$ cat config.mk
export PLATFORM = sky130hd
export DESIGN_NAME = background_autocrop_bounds_top
export DESIGN_NICKNAME = d
export VERILOG_FILES = /design/src/hw/rtl/bgac_pkg.sv /design/src/hw/rtl/bgac_divider.sv /design/src/hw/rtl/bgac_datapath.sv /design/src/hw/rtl/bgac_ctrl.sv /design/src/hw/rtl/background_autocrop_bounds_top.sv
export SDC_FILE = /design/constraint.sdc
export NUM_CORES = 2
export LEC_CHECK = 0
export BUFFER_PORTS_ARGS = -buffer_cell sky130_fd_sc_hd__buf_2
export CORE_MARGIN = 1.5
export CORE_UTILIZATION = 45
export CTS_CLUSTER_SIZE = 8
export DETAILED_ROUTE_END_ITERATION = 16
export GPL_TIMING_DRIVEN = 0
export PLACE_DENSITY_LB_ADDON = 0.12
export SYNTH_ARGS = -nofsm -noshare
export SYNTH_HDL_FRONTEND = slang
export SYNTH_HIERARCHICAL = 1
export SYNTH_SLANG_ARGS = --single-unit
$ cat constraint.sdc
create_clock -name clk -period 6.3 [get_ports clk]
set_input_delay 0.63 -clock clk [delete_from_list [all_inputs] [get_ports clk]]
set_output_delay 0.63 -clock clk [all_outputs]
set_load 0.02 [all_outputs]
$ cat src/hw/rtl/bgac_pkg.sv
`timescale 1ns / 1ps
`default_nettype none
// ----------------------------------------------------------------------------
// bgac_pkg
// Shared types, constants and helpers of the background autocrop bounds block.
// ----------------------------------------------------------------------------
package bgac_pkg;

	localparam int MAX_DIM    = 4096;
	localparam int POS_W      = $clog2(MAX_DIM);
	localparam int DIM_W      = POS_W + 1;
	localparam int CHAN_W     = 8;
	localparam int WT_W       = 3;
	localparam int CONTRIB_W  = CHAN_W + WT_W;
	localparam int SQ_W       = 2 * CHAN_W;
	localparam int DIST_W     = SQ_W + 2;
	localparam int LIMIT_W    = 19;
	localparam int SUM_W      = 32;
	localparam int DIVISOR_W  = $clog2(4 * MAX_DIM) + 1;
	localparam int REM_W      = DIVISOR_W;
	localparam int DIV_STEPS  = SUM_W;
	localparam int STEP_W     = $clog2(DIV_STEPS);
	localparam int CFG_IDX_W  = 2;
	localparam int CFG_DATA_W = LIMIT_W;

	localparam logic [DIM_W-1:0] MAX_DIM_V = DIM_W'(MAX_DIM);

	// register indexes of the configuration port
	localparam logic [CFG_IDX_W-1:0] CFG_IMAGE_WIDTH  = 2'd0;
	localparam logic [CFG_IDX_W-1:0] CFG_IMAGE_HEIGHT = 2'd1;
	localparam logic [CFG_IDX_W-1:0] CFG_LIMIT_SQ     = 2'd2;

	// pixel action and result kind codes
	localparam logic ACT_SAMPLE      = 1'b0;
	localparam logic ACT_BOX         = 1'b1;
	localparam logic KIND_BACKGROUND = 1'b0;
	localparam logic KIND_BOX        = 1'b1;

	typedef struct packed {
		logic              action;
		logic [CHAN_W-1:0] red;
		logic [CHAN_W-1:0] green;
		logic [CHAN_W-1:0] blue;
	} pixel_t;

	typedef struct packed {
		logic              result_kind;
		logic [CHAN_W-1:0] bg_red;
		logic [CHAN_W-1:0] bg_green;
		logic [CHAN_W-1:0] bg_blue;
		logic [DIM_W-1:0]  box_left;
		logic [POS_W-1:0]  box_right;
		logic [DIM_W-1:0]  box_top;
		logic [POS_W-1:0]  box_bottom;
		logic              crop_error;
	} result_t;

	typedef enum logic [1:0] {
		CH_RED,
		CH_GREEN,
		CH_BLUE
	} chan_t;

	typedef enum logic [2:0] {
		ST_RUN,
		ST_SUMS,
		ST_DIV_RED,
		ST_DIV_GREEN,
		ST_DIV_BLUE,
		ST_EMIT_BG,
		ST_EMIT_BOX
	} state_t;

	typedef struct packed {
		logic  accept;
		logic  div_start;
		chan_t div_sel;
		logic  cap_red;
		logic  cap_green;
		logic  cap_blue;
		logic  emit_bg;
		logic  emit_box;
	} cmd_t;

	typedef struct packed {
		logic last_pos;
		logic end_seen;
		logic end_kind;
		logic div_done;
	} status_t;

	// Map out-of-range sizes: zero becomes one, above the maximum becomes the maximum.
	function automatic logic [DIM_W-1:0] clamp_dim(input logic [DIM_W-1:0] v);
		logic [DIM_W-1:0] r;
		r = v;
		if (v == '0) begin
			r = DIM_W'(1);
		end else if (v > MAX_DIM_V) begin
			r = MAX_DIM_V;
		end
		return r;
	endfunction

endpackage
`default_nettype wire

$ cat src/hw/rtl/bgac_divider.sv
`timescale 1ns / 1ps
`default_nettype none
// ----------------------------------------------------------------------------
// bgac_divider
// Restoring divider, one quotient bit per cycle; keeps the low byte of the quotient.
// ----------------------------------------------------------------------------
module bgac_divider
	import bgac_pkg::*;
(
	input  wire logic                 clk,
	input  wire logic                 arst_n,
	input  wire logic                 start,
	input  wire logic [SUM_W-1:0]     dividend,
	input  wire logic [DIVISOR_W-1:0] divisor,
	output logic                      done,
	output logic [CHAN_W-1:0]         quotient
);

	logic                  active_q;
	logic [STEP_W-1:0]     count_q;
	logic [REM_W-1:0]      rem_q;
	logic [SUM_W-1:0]      quo_q;
	logic [DIVISOR_W-1:0]  divisor_q;
	logic [REM_W:0]        trial;
	logic                  fits;
	logic [REM_W-1:0]      rem_next;

	always_comb begin
		trial    = {rem_q, quo_q[SUM_W-1]};
		fits     = trial >= {1'b0, divisor_q};
		rem_next = fits ? REM_W'(trial - {1'b0, divisor_q}) : REM_W'(trial);
	end

	assign done     = active_q && (count_q == STEP_W'(DIV_STEPS - 1));
	assign quotient = {quo_q[CHAN_W-2:0], fits};

	always_ff @(posedge clk or negedge arst_n) begin
		if (!arst_n) begin
			active_q <= 1'b0;
			count_q  <= '0;
		end else if (start) begin
			active_q <= 1'b1;
			count_q  <= '0;
		end else if (active_q) begin
			count_q <= count_q + 1'b1;
			if (done) begin
				active_q <= 1'b0;
			end
		end
	end

	// shift dividend bits out at the top, quotient bits in at the bottom
	always_ff @(posedge clk) begin
		if (start) begin
			rem_q     <= '0;
			quo_q     <= dividend;
			divisor_q <= divisor;
		end else if (active_q) begin
			rem_q <= rem_next;
			quo_q <= {quo_q[SUM_W-2:0], fits};
		end
	end

endmodule
`default_nettype wire

$ cat src/hw/rtl/bgac_datapath.sv
`timescale 1ns / 1ps
`default_nettype none
// ----------------------------------------------------------------------------
// bgac_datapath
// Configuration, position counters, pixel pipeline, border sums, box trackers
// and result register.
// ----------------------------------------------------------------------------
module bgac_datapath
	import bgac_pkg::*;
(
	input  wire logic                  clk,
	input  wire logic                  arst_n,
	input  wire logic                  cfg_we,
	input  wire logic [CFG_IDX_W-1:0]  cfg_index,
	input  wire logic [CFG_DATA_W-1:0] cfg_data,
	input  wire pixel_t                pixel,
	input  wire cmd_t                  cmd,
	output status_t                    status,
	output logic                       done,
	output result_t                    result
);

	// configuration
	logic [DIM_W-1:0]   width_q;
	logic [DIM_W-1:0]   height_q;
	logic [LIMIT_W-1:0] limit_q;
	logic [DIM_W-1:0]   w_clamp;
	logic [DIM_W-1:0]   h_clamp;
	logic [POS_W-1:0]   w_last;
	logic [POS_W-1:0]   h_last;

	// position
	logic [POS_W-1:0] col_q;
	logic [POS_W-1:0] row_q;
	logic             at_last_col;
	logic             at_last_row;
	logic [WT_W-1:0]  weight;

	// stage 1
	logic              v_s1;
	logic              act_s1;
	logic              last_s1;
	logic [CHAN_W-1:0] r_s1, g_s1, b_s1;
	logic [POS_W-1:0]  x_s1, y_s1;
	logic [WT_W-1:0]   wt_s1;

	// stage 2
	logic                 v_s2;
	logic                 act_s2;
	logic                 last_s2;
	logic [POS_W-1:0]     x_s2, y_s2;
	logic [CONTRIB_W-1:0] cr_s2, cg_s2, cb_s2;
	logic [SQ_W-1:0]      sqr_s2, sqg_s2, sqb_s2;

	// accumulators and trackers
	logic [SUM_W-1:0]  sum_red_q, sum_green_q, sum_blue_q;
	logic [DIM_W-1:0]  min_col_q, min_row_q;
	logic [POS_W-1:0]  max_col_q, max_row_q;
	logic [CHAN_W-1:0] bg_red_q, bg_green_q, bg_blue_q;
	logic [CHAN_W-1:0] q_red_q, q_green_q, q_blue_q;

	logic [CHAN_W-1:0]    ad_r, ad_g, ad_b;
	logic [DIST_W-1:0]    dist_sq;
	logic                 foreground;
	logic                 frame_clear;
	logic [SUM_W-1:0]     dividend;
	logic [DIVISOR_W-1:0] divisor;
	logic                 div_done;
	logic [CHAN_W-1:0]    quotient;
	logic [DIM_W-1:0]     left;
	logic [DIM_W-1:0]     top;
	result_t              result_d;

	always_ff @(posedge clk or negedge arst_n) begin
		if (!arst_n) begin
			width_q  <= DIM_W'(1);
			height_q <= DIM_W'(1);
			limit_q  <= '0;
		end else if (cfg_we) begin
			unique case (cfg_index)
				CFG_IMAGE_WIDTH:  width_q  <= DIM_W'(cfg_data);
				CFG_IMAGE_HEIGHT: height_q <= DIM_W'(cfg_data);
				CFG_LIMIT_SQ:     limit_q  <= cfg_data;
				default: ;
			endcase
		end
	end

	always_comb begin
		w_clamp     = clamp_dim(width_q);
		h_clamp     = clamp_dim(height_q);
		w_last      = POS_W'(w_clamp - DIM_W'(1));
		h_last      = POS_W'(h_clamp - DIM_W'(1));
		at_last_col = col_q >= w_last;
		at_last_row = row_q >= h_last;
		weight      = WT_W'(row_q == '0) + WT_W'(row_q == h_last)
		            + WT_W'(col_q == '0) + WT_W'(col_q == w_last);
	end

	assign frame_clear = cmd.emit_bg || cmd.emit_box;

	// advance the raster position on every accepted item
	always_ff @(posedge clk or negedge arst_n) begin
		if (!arst_n) begin
			col_q <= '0;
			row_q <= '0;
		end else if (cmd.accept) begin
			if (!at_last_col) begin
				col_q <= col_q + 1'b1;
			end else begin
				col_q <= '0;
				row_q <= at_last_row ? '0 : row_q + 1'b1;
			end
		end
	end

	always_ff @(posedge clk or negedge arst_n) begin
		if (!arst_n) begin
			v_s1 <= 1'b0;
			v_s2 <= 1'b0;
		end else begin
			v_s1 <= cmd.accept;
			v_s2 <= v_s1;
		end
	end

	always_ff @(posedge clk) begin
		act_s1  <= pixel.action;
		r_s1    <= pixel.red;
		g_s1    <= pixel.green;
		b_s1    <= pixel.blue;
		x_s1    <= col_q;
		y_s1    <= row_q;
		wt_s1   <= weight;
		last_s1 <= at_last_col && at_last_row;
	end

	always_comb begin
		ad_r = (r_s1 >= bg_red_q)   ? r_s1 - bg_red_q   : bg_red_q - r_s1;
		ad_g = (g_s1 >= bg_green_q) ? g_s1 - bg_green_q : bg_green_q - g_s1;
		ad_b = (b_s1 >= bg_blue_q)  ? b_s1 - bg_blue_q  : bg_blue_q - b_s1;
	end

	always_ff @(posedge clk) begin
		act_s2  <= act_s1;
		last_s2 <= last_s1;
		x_s2    <= x_s1;
		y_s2    <= y_s1;
		cr_s2   <= CONTRIB_W'(wt_s1 * r_s1);
		cg_s2   <= CONTRIB_W'(wt_s1 * g_s1);
		cb_s2   <= CONTRIB_W'(wt_s1 * b_s1);
		sqr_s2  <= SQ_W'(ad_r * ad_r);
		sqg_s2  <= SQ_W'(ad_g * ad_g);
		sqb_s2  <= SQ_W'(ad_b * ad_b);
	end

	// a negative limit makes every pixel foreground
	always_comb begin
		dist_sq    = DIST_W'(sqr_s2) + DIST_W'(sqg_s2) + DIST_W'(sqb_s2);
		foreground = limit_q[LIMIT_W-1] || (dist_sq > limit_q[LIMIT_W-2:0]);
	end

	always_ff @(posedge clk or negedge arst_n) begin
		if (!arst_n) begin
			sum_red_q   <= '0;
			sum_green_q <= '0;
			sum_blue_q  <= '0;
			min_col_q   <= MAX_DIM_V;
			min_row_q   <= MAX_DIM_V;
			max_col_q   <= '0;
			max_row_q   <= '0;
		end else if (frame_clear) begin
			sum_red_q   <= '0;
			sum_green_q <= '0;
			sum_blue_q  <= '0;
			min_col_q   <= MAX_DIM_V;
			min_row_q   <= MAX_DIM_V;
			max_col_q   <= '0;
			max_row_q   <= '0;
		end else if (v_s2) begin
			if (act_s2 == ACT_SAMPLE) begin
				sum_red_q   <= sum_red_q + SUM_W'(cr_s2);
				sum_green_q <= sum_green_q + SUM_W'(cg_s2);
				sum_blue_q  <= sum_blue_q + SUM_W'(cb_s2);
			end else if (foreground) begin
				if ({1'b0, x_s2} < min_col_q) min_col_q <= {1'b0, x_s2};
				if (x_s2 > max_col_q)         max_col_q <= x_s2;
				if ({1'b0, y_s2} < min_row_q) min_row_q <= {1'b0, y_s2};
				if (y_s2 > max_row_q)         max_row_q <= y_s2;
			end
		end
	end

	always_comb begin
		unique case (cmd.div_sel)
			CH_RED:   dividend = sum_red_q;
			CH_GREEN: dividend = sum_green_q;
			CH_BLUE:  dividend = sum_blue_q;
			default:  dividend = sum_red_q;
		endcase
		divisor = DIVISOR_W'({w_clamp, 1'b0}) + DIVISOR_W'({h_clamp, 1'b0});
	end

	bgac_divider u_divider (
		.clk      (clk),
		.arst_n   (arst_n),
		.start    (cmd.div_start),
		.dividend (dividend),
		.divisor  (divisor),
		.done     (div_done),
		.quotient (quotient)
	);

	always_ff @(posedge clk) begin
		if (cmd.cap_red)   q_red_q   <= quotient;
		if (cmd.cap_green) q_green_q <= quotient;
		if (cmd.cap_blue)  q_blue_q  <= quotient;
	end

	always_ff @(posedge clk or negedge arst_n) begin
		if (!arst_n) begin
			bg_red_q   <= '0;
			bg_green_q <= '0;
			bg_blue_q  <= '0;
		end else if (cmd.emit_bg) begin
			bg_red_q   <= q_red_q;
			bg_green_q <= q_green_q;
			bg_blue_q  <= q_blue_q;
		end
	end

	always_comb begin
		left     = (min_col_q < w_clamp) ? min_col_q : w_clamp;
		top      = (min_row_q < h_clamp) ? min_row_q : h_clamp;
		result_d = '0;
		if (cmd.emit_bg) begin
			result_d.result_kind = KIND_BACKGROUND;
			result_d.bg_red      = q_red_q;
			result_d.bg_green    = q_green_q;
			result_d.bg_blue     = q_blue_q;
		end else begin
			result_d.result_kind = KIND_BOX;
			result_d.box_left    = left;
			result_d.box_right   = max_col_q;
			result_d.box_top     = top;
			result_d.box_bottom  = max_row_q;
			result_d.crop_error  = (left >= {1'b0, max_col_q}) || (top >= {1'b0, max_row_q});
		end
	end

	always_ff @(posedge clk or negedge arst_n) begin
		if (!arst_n) begin
			done <= 1'b0;
		end else begin
			done <= frame_clear;
		end
	end

	always_ff @(posedge clk) begin
		if (frame_clear) begin
			result <= result_d;
		end
	end

	always_comb begin
		status.last_pos = at_last_col && at_last_row;
		status.end_seen = v_s2 && last_s2;
		status.end_kind = act_s2;
		status.div_done = div_done;
	end

endmodule
`default_nettype wire

$ cat src/hw/rtl/bgac_ctrl.sv
`timescale 1ns / 1ps
`default_nettype none
// ----------------------------------------------------------------------------
// bgac_ctrl
// Frame-end sequencer: runs the three divisions or emits the box result.
// ----------------------------------------------------------------------------
module bgac_ctrl
	import bgac_pkg::*;
(
	input  wire logic    clk,
	input  wire logic    arst_n,
	input  wire logic    start,
	input  wire status_t status,
	output cmd_t         cmd,
	output logic         busy
);

	state_t state_q, state_d;
	logic   busy_q, busy_d;

	assign busy = busy_q;

	always_ff @(posedge clk or negedge arst_n) begin
		if (!arst_n) begin
			state_q <= ST_RUN;
			busy_q  <= 1'b0;
		end else begin
			state_q <= state_d;
			busy_q  <= busy_d;
		end
	end

	always_comb begin
		state_d    = state_q;
		cmd        = '0;
		cmd.div_sel = CH_RED;
		cmd.accept = start && !busy_q;
		busy_d     = busy_q;
		// hold off new items from the last pixel of a frame until its result
		if (cmd.accept && status.last_pos) begin
			busy_d = 1'b1;
		end
		unique case (state_q)
			ST_RUN: begin
				if (status.end_seen) begin
					state_d = (status.end_kind == ACT_SAMPLE) ? ST_SUMS : ST_EMIT_BOX;
				end
			end
			ST_SUMS: begin
				cmd.div_start = 1'b1;
				cmd.div_sel   = CH_RED;
				state_d       = ST_DIV_RED;
			end
			ST_DIV_RED: begin
				if (status.div_done) begin
					cmd.cap_red   = 1'b1;
					cmd.div_start = 1'b1;
					cmd.div_sel   = CH_GREEN;
					state_d       = ST_DIV_GREEN;
				end
			end
			ST_DIV_GREEN: begin
				cmd.div_sel = CH_GREEN;
				if (status.div_done) begin
					cmd.cap_green = 1'b1;
					cmd.div_start = 1'b1;
					cmd.div_sel   = CH_BLUE;
					state_d       = ST_DIV_BLUE;
				end
			end
			ST_DIV_BLUE: begin
				cmd.div_sel = CH_BLUE;
				if (status.div_done) begin
					cmd.cap_blue = 1'b1;
					state_d      = ST_EMIT_BG;
				end
			end
			ST_EMIT_BG: begin
				cmd.emit_bg = 1'b1;
				busy_d      = 1'b0;
				state_d     = ST_RUN;
			end
			ST_EMIT_BOX: begin
				cmd.emit_box = 1'b1;
				busy_d       = 1'b0;
				state_d      = ST_RUN;
			end
			default: begin
				state_d = ST_RUN;
			end
		endcase
	end

endmodule
`default_nettype wire

$ cat src/hw/rtl/background_autocrop_bounds_top.sv
`timescale 1ns / 1ps
`default_nettype none
// ----------------------------------------------------------------------------
// background_autocrop_bounds_top
// Border background average and foreground bounding box over raster pixels.
// ----------------------------------------------------------------------------
// Usage:
//   Program image_width, image_height and bg_distance_limit_sq through the
//   write port (cfg_we, cfg_index, cfg_data) between frames. Then feed a
//   sampling pass (action 0) and a box pass (action 1), one pixel item per
//   cycle in raster order: an item is taken when start is high and busy is
//   low. The raster position is counted inside the block.
//   Ordinary pixels are taken every cycle; busy stays low through a frame.
//   The last pixel of a frame raises busy until its result has been issued.
//   A box result appears on result with done high after the last pixel
//   has left the pixel pipe. A background result waits for three 32-step
//   divisions run one after the other on a single shared divider.
//   done is high for one cycle per result and the receiver cannot stall it:
//   it must take the result in that cycle. Busy drops at the same edge that
//   raises done, so the next frame may start while the result is shown.
//   Reset restores size 1 by 1, limit 0, a black background and position 0.
// ----------------------------------------------------------------------------
module background_autocrop_bounds_top
	import bgac_pkg::*;
(
	input  wire logic                  clk,
	input  wire logic                  arst_n,
	input  wire logic                  cfg_we,
	input  wire logic [CFG_IDX_W-1:0]  cfg_index,
	input  wire logic [CFG_DATA_W-1:0] cfg_data,
	input  wire logic                  start,
	input  wire pixel_t                pixel,
	output logic                       busy,
	output logic                       done,
	output result_t                    result
);

	// command and status between the sequencer and the datapath
	cmd_t    cmd;
	status_t status;

	// sequencer: accepts items, tracks frame end, steps the divisions
	bgac_ctrl u_ctrl (
		.clk    (clk),
		.arst_n (arst_n),
		.start  (start),
		.status (status),
		.cmd    (cmd),
		.busy   (busy)
	);

	// datapath: counters, two-stage pixel pipe, sums, box trackers, divider
	bgac_datapath u_datapath (
		.clk       (clk),
		.arst_n    (arst_n),
		.cfg_we    (cfg_we),
		.cfg_index (cfg_index),
		.cfg_data  (cfg_data),
		.pixel     (pixel),
		.cmd       (cmd),
		.status    (status),
		.done      (done),
		.result    (result)
	);

endmodule
`default_nettype wire

==> impl_results.md <==
- Status: finished with violations
- Failing checks: negative setup slack
- Synth cell types: 106
- # nets final: 4520
- Clock power share: 23.6%
- Sequential area share after synthesis: 38.2%
- Crit Path Max Fanout: 5
- GRT busiest layer: met2
- Count of pins over their slew limit: 0
- # DRC: 0
- Met1 usage: 31.5%
- Skew final: 27.7 ps
- VDD IR max: 0.298 mV
- Lkg Pwr: 19.8 nW
- Combinational power share: 49.6%
- Switching power total: 6.76 mW
- Placer Congestion: 0.888
- HP Class: in -> reg
- Req. time, crit path: 6840 ps
- Worst-skew pair later-pin latency: 630 ps
- Dpl hpwl: 72900 um
- Clock buffer depth: 3
- Minimum clock period: 6800 ps
- Top cells by area, synth: dfrtp_1 (17%), ha_1 (13%), edfxtp_1 (12%), dfxtp_1 (9.3%), fa_1 (6.7%)
- Total GRT Usage: 22.8%
- Asr flop ratio synth: 44.1%
- Clock sink total: 571
- Vias: 27300
- Pint: 10.9 mW
- TritonCTS clock tree: done
- Number of CTS-inserted buffers: 82
- Worst hold path depth: 1
- Crit end category: register
- FMAX: 147 MHz
- Seq cells post-synth: 571
- Sequential share of power: 26.7%
- Synth Flop Type: dfrtp_1
- Setup TNS: -618 ps
- Fin cells: 5097
- WP data arrival: 7340 ps
- Ant diodes: 0
- Global-route wire length before repair: 152000 um
- DP Area: 39300 um^2
- Endpoints failing hold: 0
- PortBufs: 127
- P&R area growth vs syn: 16.6%
- Antenna-violating nets left: 0
- Startpoint types: register
- Crit-path slowest cell: fa_1
- Core area: 81800 um^2
- Vias in the first global route: 27100
- Initial antenna violation count: 1
- Largest net degree at the start of global routing: 105
- Post-Syn Area per Cell: 10.1 um^2
- FF-to-FF path depth: 28
- Slew @ Worst Pin: 1320 ps
- # rows: 105
- Setup ws final: -499 ps
- Die width: 290 um
- Rel. slew slack: 12.2%
- Sw Ratio: 38.2%
- Met2 Use GR: 37.4%
- Worst-path clk slew: 50 ps
- CTS root buf: clkbuf_16
- Tcrit/Tclk final: 108%
- Met3 Use GR: 3.33%
- Placed cell count: 4874
- Slowest stage delay, CP: 550 ps
- Max-cap violation count: 0
- Number of flops mapped to enable cells by yosys: 147
- H-Tree Depth: 3
- Share of cells above drive strength 1: 16.9%
- DRT Pass-1 Iters: 5
- Die area: 84200 um^2
- Initial DRC count: 1541
- Synthesized area: 37100 um^2
- Synth top area share: 16.7%
- Final setup fails: 2
- Via density: 5.35
- Area leader, netlist: dfrtp_1
- Cell repeated most along the worst path: fa_1
- Synthesis Warnings: 6
- Post-Route WL: 95600 um
- PwrDens: 409 nW/um^2
- Critical path class: reg -> reg
- Initial Util: 45.3%
- Gr ovfl total: 0
- Wire per inst: 18.8 um
- Post-route cell area: 43300 um^2
- Cells after Synth: 3671
- Height of the die: 290 um
- IO Pins: 128
- Unrepaired setup endpoints after global routing: yes
## state kept, by name, summed over array words and instances (netlist names), 13 cells and up
| name | cells |
|---|---|
| u_datapath/height_q | 13 |
| u_datapath/limit_q | 19 |
| u_datapath/min_col_q | 13 |
| u_datapath/min_row_q | 13 |
| u_datapath/result | 76 |
| u_datapath/sqb_s2 | 15 |
| u_datapath/sqg_s2 | 15 |
| u_datapath/sqr_s2 | 15 |
| u_datapath/sum_blue_q | 32 |
| u_datapath/sum_green_q | 32 |
| u_datapath/sum_red_q | 32 |
| u_datapath/u_divider/divisor_q | 15 |
| u_datapath/u_divider/quo_q | 32 |
| u_datapath/u_divider/rem_q | 15 |
| u_datapath/width_q | 13 |
## cell usage after synthesis (8+ instances only)
master	count
a211oi_1	28
a21o_1	89
a21oi_1	166
a22o_1	42
a22oi_1	33
a31oi_1	12
and2_1	107
and3_1	23
and4_1	8
buf_1	12
buf_2	12
buf_4	14
clkbuf_1	66
dfrtp_1	248
dfxtp_1	172
edfxtp_1	147
fa_1	124
ha_1	386
inv_1	416
mux2_2	124
mux2i_1	56
nand2_1	191
nand2b_1	25
nand3_1	55
nand4_1	51
nor2_1	269
nor2b_1	58
nor3_1	60
nor4_1	20
o2111ai_1	11
o211ai_1	15
o21a_1	30
o21ai_0	125
o21bai_1	27
o31ai_1	21
or2_2	20
or3_1	35
xnor2_1	149
xor2_1	56
## worst paths after layout
kind | startpoint | to | slack, ps
worst max-delay path | u_datapath/b_s1[0]$_DFF_P_ | u_datapath/sqb_s2[15]$_DFF_P_ | -500
worst min-delay path | pixel[2] | u_datapath/b_s1[2]$_DFF_P_ | 100
worst max register to register | u_datapath/b_s1[0]$_DFF_P_ | u_datapath/sqb_s2[15]$_DFF_P_ | -500
worst min register to register | u_datapath/y_s1[2]$_DFF_P_ | u_datapath/y_s2[2]$_DFF_P_ | 320
max in group asynchronous | arst_n | u_datapath/bg_red_q[2]$_DFFE_PN0P_ | 4790
min in group asynchronous | arst_n | u_datapath/max_col_q[6]$_DFFE_PN0P_ | 510
## layer usage
metal	routed length [um]	share of wire, %
met1	44900	47
met2	44800	47
met3	3940	4.1
met4	2010	2.1
met5	0	0
## per-stage QoR
| step | utilization (%) | setup slack [ps] | total power, mW | hold slack [ps] |
|---|---|---|---|---|
| detailed placement | 48.0 | -912 | 12.7 | 312 |
| global route | 52.9 | -739 | 19.2 | 75.6 |
| CTS | 51.6 | -483 | 17.1 | 65.9 |
| global placement | 47.9 | -844 | 12.6 | 310 |
| finish | 52.9 | -499 | 17.7 | 104 |
| floorplan | - | -21.7 | 10.8 | 310 |
## critical path, delay by kind of cell (launching register included)
kind | cells | cell delay [ps]
AO/OA/AOI/OAI | 9 | 2170
adder cells (fa/ha/maj) | 7 | 2660
buffers and inverters | 6 | 470
flip-flops | 1 | 380
AND/OR/NAND/NOR | 6 | 1030
## final cells by class
| type | instances | area [um^2] |
|---|---|---|
| Multi-Input combinational cell | 2573 | 21800 |
| Tap cell | 1070 | 1340 |
| Sequential cell | 571 | 14200 |
| Clock buffer | 140 | 2270 |
| Inverter | 419 | 1580 |
| Timing Repair Buffer | 205 | 1360 |
| Buffer | 108 | 542 |
| Clock inverter | 11 | 164 |
| Fill cell | 7430 | 38600 |
## repair_timing
item                                    in CTS  in global routing
gates cloned                                 0                  2
endpoints found under the hold margin       49                  0
endpoints found under the setup margin      19                 17
setup buffers                               25                 47
gates resized for setup                     62                139
pin swaps                                   25                 79
hold buffers                                 1                  0
## kinds of logic (layout without fill, tap and decap cells)
logic type / Yosys count / after routing / synth area share [%]
simple gates: 975 / 975 / 13.3
flops: 571 / 571 / 38.2
mux: 182 / 182 / 5.33
other cells: 2 / 4 / 0.0202
compound gates: 694 / 695 / 12.8
fa+ha+maj: 510 / 510 / 19.7
buf+inv: 530 / 883 / 5.67
xor+xnor: 207 / 207 / 4.93
## power by group through the flow
stage / registers (mW) / clock network [mW] / logic (mW)
after floorplan: 4.64 / 0 / 6.18
after global placement: 4.79 / 0 / 7.80
after detailed placement: 4.80 / 0 / 7.90
after CTS: 4.73 / 4.31 / 8.09
after global routing: 4.79 / 4.47 / 9.99
final: 4.73 / 4.18 / 8.78
## cells in the final DEF (no fill, tap or decap), drive strengths merged, types with 59 or more instances in the layout
cell      n
and2    110
nor2b    59
nand2   194
nor2    271
fa      124
xnor2   150
nor3     60
a21o     89
ha      386
o21ai   132
buf     245
mux2    126
inv     422
edfxtp  147
dfxtp   172
dfrtp   248
clkbuf  207
a21oi   168
No activity file was read; power rests on OpenSTA's default activity.
